<file path="src/rtl/greedy_box_suppression_assert.svh">
// Assertion helpers used by the RTL; clock and active-low reset passed in
`ifndef GREEDY_BOX_SUPPRESSION_ASSERT_SVH
`define GREEDY_BOX_SUPPRESSION_ASSERT_SVH

// Same-cycle implication
`define GBS_ASSERT_NOW(lbl, clk, rst_n, ante, cons) \
    lbl: assert property (@(posedge clk) disable iff (!(rst_n)) (ante) |-> (cons)) \
        else $error("gbs assertion failed");

// Next-cycle implication
`define GBS_ASSERT_NEXT(lbl, clk, rst_n, ante, cons) \
    lbl: assert property (@(posedge clk) disable iff (!(rst_n)) (ante) |=> (cons)) \
        else $error("gbs assertion failed");

`endif

</file>
<file path="src/rtl/gbs_pkg.sv">
`timescale 1ns / 1ps

package gbs_pkg;

    localparam int COORD_W = 16;
    localparam int AREA_W  = 32;
    localparam int THR_W   = 16;
    localparam int TOTAL_W = 7;
    localparam int UNI_W   = AREA_W + 1;
    localparam int PROD_W  = THR_W + UNI_W;

    localparam logic [THR_W-1:0] THR_RESET = 16'd29491;

    typedef struct packed {
        logic [COORD_W-1:0] bottom;
        logic [COORD_W-1:0] right;
        logic [COORD_W-1:0] top;
        logic [COORD_W-1:0] left;
    } t_box;

    localparam int ENTRY_W = $bits(t_box) + AREA_W;

    typedef struct packed {
        logic               vld;
        t_box               kbox;
        logic [AREA_W-1:0]  karea;
    } t_iou_req;

    typedef struct packed {
        logic busy;
        logic hit;
    } t_iou_rsp;

    typedef enum logic [2:0] {
        ST_IDLE,
        ST_AREA,
        ST_SCAN,
        ST_DRAIN,
        ST_WRITE
    } t_state;

    function automatic logic [COORD_W-1:0] extent(input logic [COORD_W-1:0] lo,
                                                  input logic [COORD_W-1:0] hi);
        return (hi > lo) ? (hi - lo) : '0;
    endfunction

    function automatic logic [COORD_W-1:0] overlap(input logic [COORD_W-1:0] a0,
                                                   input logic [COORD_W-1:0] a1,
                                                   input logic [COORD_W-1:0] b0,
                                                   input logic [COORD_W-1:0] b1);
        logic [COORD_W-1:0] lo;
        logic [COORD_W-1:0] hi;
        lo = (a0 > b0) ? a0 : b0;
        hi = (a1 < b1) ? a1 : b1;
        return extent(lo, hi);
    endfunction

endpackage

</file>
<file path="src/rtl/gbs_iou.sv">
`timescale 1ns / 1ps

module gbs_iou import gbs_pkg::*; (
    input  logic               i_clk,
    input  logic               i_rst_n,
    input  t_iou_req           i_req,
    input  t_box               i_box,
    input  logic [AREA_W-1:0]  i_area,
    input  logic [THR_W-1:0]   i_thr,
    output t_iou_rsp           o_rsp
);

    // stage 1: overlap extents
    logic               r1_vld;
    logic [COORD_W-1:0] r1_ox;
    logic [COORD_W-1:0] r1_oy;
    logic [AREA_W-1:0]  r1_karea;
    // stage 2: intersection area
    logic               r2_vld;
    logic [AREA_W-1:0]  r2_inter;
    logic [AREA_W-1:0]  r2_karea;
    // stage 3: union
    logic               r3_vld;
    logic [AREA_W-1:0]  r3_inter;
    logic [UNI_W-1:0]   r3_uni;
    // stage 4: threshold times union
    logic               r4_vld;
    logic [AREA_W-1:0]  r4_inter;
    logic               r4_nz;
    logic [PROD_W-1:0]  r4_prod;
    // stage 5: compare
    logic               r5_vld;
    logic               r5_hit;

    logic [UNI_W-1:0]   n3_sum;
    logic [UNI_W-1:0]   n3_inter;
    logic [UNI_W-1:0]   n3_uni;
    logic [PROD_W-1:0]  n5_lhs;

    always_comb begin
        n3_sum   = {1'b0, i_area} + {1'b0, r2_karea};
        n3_inter = {1'b0, r2_inter};
        n3_uni   = (n3_sum > n3_inter) ? (n3_sum - n3_inter) : '0;
        // inter scaled by 2^16, widened to the product width
        n5_lhs   = {1'b0, r4_inter, {THR_W{1'b0}}};
    end

    always_ff @(posedge i_clk) begin
        if (!i_rst_n) begin
            r1_vld <= 1'b0;
            r2_vld <= 1'b0;
            r3_vld <= 1'b0;
            r4_vld <= 1'b0;
            r5_vld <= 1'b0;
        end else begin
            r1_vld <= i_req.vld;
            r2_vld <= r1_vld;
            r3_vld <= r2_vld;
            r4_vld <= r3_vld;
            r5_vld <= r4_vld;
        end
    end

    always_ff @(posedge i_clk) begin
        r1_ox    <= overlap(i_box.left, i_box.right, i_req.kbox.left, i_req.kbox.right);
        r1_oy    <= overlap(i_box.top, i_box.bottom, i_req.kbox.top, i_req.kbox.bottom);
        r1_karea <= i_req.karea;

        r2_inter <= AREA_W'(r1_ox) * AREA_W'(r1_oy);
        r2_karea <= r1_karea;

        r3_inter <= r2_inter;
        r3_uni   <= n3_uni;

        r4_inter <= r3_inter;
        r4_nz    <= (r3_uni != '0);
        r4_prod  <= PROD_W'(i_thr) * PROD_W'(r3_uni);

        r5_hit   <= r4_vld && r4_nz && (n5_lhs > r4_prod);
    end

    assign o_rsp.busy = r1_vld | r2_vld | r3_vld | r4_vld | r5_vld;
    assign o_rsp.hit  = r5_vld & r5_hit;

endmodule

</file>
<file path="config.mk">
export PLATFORM = sky130hd
export DESIGN_NAME = gbs_iou
export DESIGN_NICKNAME = d
export VERILOG_FILES = /design/src/rtl/greedy_box_suppression_assert.svh /design/src/rtl/gbs_pkg.sv /design/src/rtl/gbs_iou.sv
export SDC_FILE = /design/constraint.sdc
export NUM_CORES = 2
export LEC_CHECK = 0
export CORE_ASPECT_RATIO = 1.2
export CORE_MARGIN = 2
export CORE_UTILIZATION = 67
export CTS_BUF_LIST = sky130_fd_sc_hd__clkbuf_16
export CTS_CLUSTER_DIAMETER = 30
export CTS_CLUSTER_SIZE = 40
export DETAILED_ROUTE_END_ITERATION = 6
export DONT_BUFFER_PORTS = 1
export GPL_TIMING_DRIVEN = 0
export PLACE_DENSITY_LB_ADDON = 0.1
export SLEW_MARGIN = 15
export SYNTH_ARGS = -nofsm -noshare
export SYNTH_HDL_FRONTEND = slang
export SYNTH_SLANG_ARGS = --single-unit
</file>
<file path="constraint.sdc">
create_clock -name i_clk -period 8.9 [get_ports i_clk]
set_input_delay 1.335 -clock i_clk [delete_from_list [all_inputs] [get_ports i_clk]]
set_output_delay 1.335 -clock i_clk [all_outputs]
set_load 0.02 [all_outputs]
</file>
; ---- Word-level counts from Yosys, hierarchy flattened
; Index checks and enable logic that the tools add are counted.
[op_classes]
n_mul = 2
n_bitwise = 5
order_cmp = 8
mux = 4
n_reduce_logical = 3
add_sub_neg = 4
[op_table]
columns = cell, count
row1 = $gt 16x16->1, 4
row2 = $mux 16, 4
row3 = $gt 48x49->1, 1
row4 = $mul 16x33->49, 1
row5 = $add 32x32->33, 1
row6 = $gt 33x32->1, 1
row7 = $reduce_bool 33->1, 1
row8 = $sub 33x32->33, 1
row9 = $lt 16x16->1, 2
row10 = $mul 16x16->32, 1
row11 = $sub 16x16->16, 2
row12 = $or 1x1->1, 4
row13 = $logic_and 1x1->1, 2
row14 = $and 1x1->1, 1
[totals]
wordCells = 42
out_inout_bits = 2
in_bits = 211
regBits = 281

; ---- Depth between registers and ports, before layout
[logic_depth]
word_depth = 4
depth_mapped = 25
depth_no_buf = 23

; ---- Worst setup path after synthesis
; No wires, ideal clock.
[synth_timing]
kind = in2reg
startpoint = in i_thr[1]
endpoint = reg r4_prod[27]
arrival_time_ns = 6.867
t_required_ns = 8.766
cell_stages = 21
path_buffers = 1
path_slack_ns = 1.899
setup_time_ns = 0.134
cell_sequence = clkbuf_1 > nand2_1 > fa_1 > fa_1 > fa_1 > fa_1 > inv_1 > fa_1 > inv_1 > fa_1 > inv_1 > ha_1 > nand3_1 > nor2_1 > a21oi_2 > a21oi_2 > o2111a_1 > o311a_1 > o2111ai_2 > mux2i_1 > or4_1
[synth_between]
elab_chain_len = 1
[synth_rtl]
columns = item, line_no
row1 = start: declaration, gbs_iou.sv:9  ; input logic [THR_W-1:0] i_thr,
row2 = $mul 16x33->49, gbs_iou.sv:77  ; r4_prod <= PROD_W'(i_thr) * PROD_W'(r3_uni);
row3 = end signal: assignment, gbs_iou.sv:77
row4 = end: declaration, gbs_iou.sv:30  ; logic [PROD_W-1:0] r4_prod;
; Every way passes these cells.
; A chain may end at the register's enable or synchronous reset.

; ---- Worst setup path after layout
[layout_timing]
startpoint = reg r3_uni[22]
endpoint = reg r4_prod[48]
[layout_between]
elab_chain_len = 1
[layout_rtl]
columns = item, line_no
row1 = start: declaration, gbs_iou.sv:25  ; logic [UNI_W-1:0] r3_uni;
row2 = start signal: assignment, gbs_iou.sv:73  ; r3_uni <= n3_uni;
row3 = $mul 16x33->49, gbs_iou.sv:77
; Every way passes these cells.

==> out/results.ini <==
[cts]
cts.sinks = 281
postCtsSetupRepairBufs = 0
postCtsHoldBufs = 0
cts_resized = 0
cts_root_buf = clkbuf_16
cts_max_level = 1
clk_latency_ps = 590
cts_made_buffers = 31
cts_buffer_depth = 3
cts_tree = built
cts.clk_slew.worst_paths_ps = 60

[run]
drv_cap = 0

[global_routing]
grt_max_degree = 17
gr-total-overflow = 0
grt_first_pass_wirelength_um = 175200
grt_pass1_vias = 33066
antenna_found_initial = 13
grtUsageTotal_pct = 36.90

[critical_path]
cp.required_ps = 9390
reg2reg_depth = 21
start_kind = flip-flop
crit_type = flip-flop to flip-flop
startpoint = r3_uni[22]$_SDFF_PP0_
r2r-start = r3_uni[22]$_SDFF_PP0_
rr_endpoint = r4_prod[48]$_DFF_P_
r2r_setup_slack_ps = 1000
endpoint_kind = flip-flop
arrival_ps = 8390
cp_max_fo = 10

[synth]
synth_cell_types = 87
yosysTopAreaCell = fa_1
syn-num-nets = 5802
syn_inst = 4546
yosysTopAreaCellShare_pct = 31.56
async_flop_share_pct = 0
synth.area.top_cells = fa_1 32%, dfxtp_1 14%, ha_1 13%
synth.avg_cell_area_sq_um = 8.791
ys_ff_latch = 281
synth_area_sq_um = 39960
synth_edf_count = 0
synth_ff_type = dfxtp_1
yosysWarnings = 0
ys_seq_area_share_pct = 14.08

[worst_hold_path]
hold_depth = 0
min-delay-start = r3_inter[2]$_DFF_P_
hold_path_end = r4_inter[2]$_DFF_P_
hold_class = flip-flop to flip-flop

[timing]
setup_viol = 0
skew_ps = 18.69
slew-limit-headroom_pct = 29.20
tightest_slew_ps = 1062
fmaxAchievable_mhz = 126.5
fin_setup_tns_ps = 0
maxSlewViolCount = 0
hold_violations = 0
rsz0062_at_grt = false
min_period_ps = 7903
period_share_pct = 88.80

[die]
placeableCoreArea_sq_um = 59350
io_pins = 213
die_x_um = 226.9
num_rows = 98
dieArea_sq_um = 61620
initial_core_util_pct = 67.34
die_y_um = 271.5

[place]
port_buffers = 0
gp_congestion = 1.031
placed_area_sq_um = 40960
dp_hpwl_um = 90530

[cells_and_area]
regArea_sq_um = 5625
multi_input_area_sq_um = 30430
drive_above_1_share_pct = 2.541
final_util_pct = 70.82
final_cell_area_sq_um = 42030
layout-area-overhead-vs-synth_pct = 5.179
nets = 5835
num-fill-cells = 4857

[route]
drt-initial-drc-count = 2308
drt-wirelength-per-cell_um = 20.38
drtPass1Iterations = 5
wirelength_um = 110300
route.detailed.drc = 0
via_per_inst = 5.868
antenna_left = 0
vias = 31747

[status]
status = finished clean

[layout by cell type (no fill, tap or decap), types with 21 or more instances in the layout]
cell type,synthesis,layout
a21o_1,102,102
a21oi_1,188,188
a31oi_1,27,27
and2_1,326,326
clkbuf_1,161,161
clkbuf_16,0,31
dfxtp_1,281,281
fa_1,630,630
ha_1,415,415
inv_1,862,862
mux2i_1,25,25
nand2_1,576,576
nand2b_1,21,21
nand3_1,54,54
nand4_1,60,60
nor2_1,157,157
nor2b_1,27,27
nor3_1,37,37
o21a_1,35,35
o21ai_0,99,99
o21bai_1,30,30
xnor2_1,89,89
xor2_1,42,42
[registers in the layout, indices dropped and copies added (netlist names)]
name,count
r1_karea,32
r1_ox,16
r1_oy,16
r1_vld,1
r2_inter,32
r2_karea,32
r2_vld,1
r3_inter,32
r3_uni,33
r3_vld,1
r4_inter,32
r4_nz,1
r4_prod,49
r4_vld,1
r5_hit,1
r5_vld,1
[routing by layer]
metal | up-vias | GRT usage, % | wire length (um) | part of all wire [%]
met4 | 14 | 22.98 | 8676 | 7.9
li1 | 14531 | - | - | -
met2 | 1366 | 63.13 | 53340 | 48
met3 | 424 | 6.527 | 8852 | 8.0
met1 | 15412 | 42.82 | 39330 | 36
met5 | - | 0 | 78 | 0.071
[critical path: stages, from the launching register on]
cell	delay (ps)
dfxtp_1	730
clkbuf_1	690
nand2_1	170
fa_1	550
fa_1	520
fa_1	520
inv_1	60
fa_1	500
fa_1	500
inv_1	50
fa_1	550
inv_1	60
ha_1	370
a21oi_1	260
o21ai_0	190
nor2_1	140
nand3_1	150
a221oi_1	760
o21ai_0	330
a21oi_1	280
a41oi_1	170
xnor2_1	240
[worst max path at each step]
stage	to	slack [ps]
floorplan	r4_prod[27]$_DFF_P_	1900
global placement	r4_prod[48]$_DFF_P_	570
detailed placement	r4_prod[48]$_DFF_P_	570
CTS	r4_prod[48]$_DFF_P_	1140
global route	r4_prod[40]$_DFF_P_	830
finish	r4_prod[48]$_DFF_P_	1000
[layout make-up]
class	instances	share of cell area (%)
clock buffers	31	1.846
well taps	800	2.381
clock inverters	27	0.6609
plain buffers	171	1.593
inverters	862	7.698
flip-flops and latches	281	13.38
diodes	6	0.03572
multi-input cells	3232	72.40
[Yosys cell counts, drive strengths merged (11+ instances only)]
library cell	number
inv	862
fa	630
nand2	576
ha	415
and2	327
dfxtp	281
a21oi	192
clkbuf	161
nor2	157
o21ai	107
a21o	103
xnor2	89
nand4	60
nand3	54
xor2	42
nor3	38
o21a	35
a31oi	30
o21bai	30
nor2b	27
mux2i	25
a311oi	21
nand2b	21
o211ai	21
a211oi	20
nor3b	19
o22ai	18
a22o	17
mux2	17
nor4	17
and3	14
o31ai	11
[per-stage QoR]
step | hold slack [ps] | worst slack, ps | std cells
CTS | 324.6 | 1144 | 5404
global route | 328.6 | 829.4 | 5406
floorplan | 309.6 | 1899 | 4546
finish | 323.0 | 997.2 | 5410
detailed placement | 312.1 | 573.3 | 5346
global placement | 309.8 | 572.0 | 5346
[cells by family after synthesis]
group	Yosys count	share of synthesized area (%)
multiplexers	42	1.105
XOR/XNOR	131	2.871
buffers and inverters	1033	9.772
flip-flops	281	14.08
adder cells (fa/ha/maj)	1045	44.55
AO/OA/AOI/OAI	670	11.26
AND/OR/NAND/NOR	1344	16.36
Power is not shown: default switching activity piles up to over one toggle a cycle in this logic, so the estimate is an artifact.
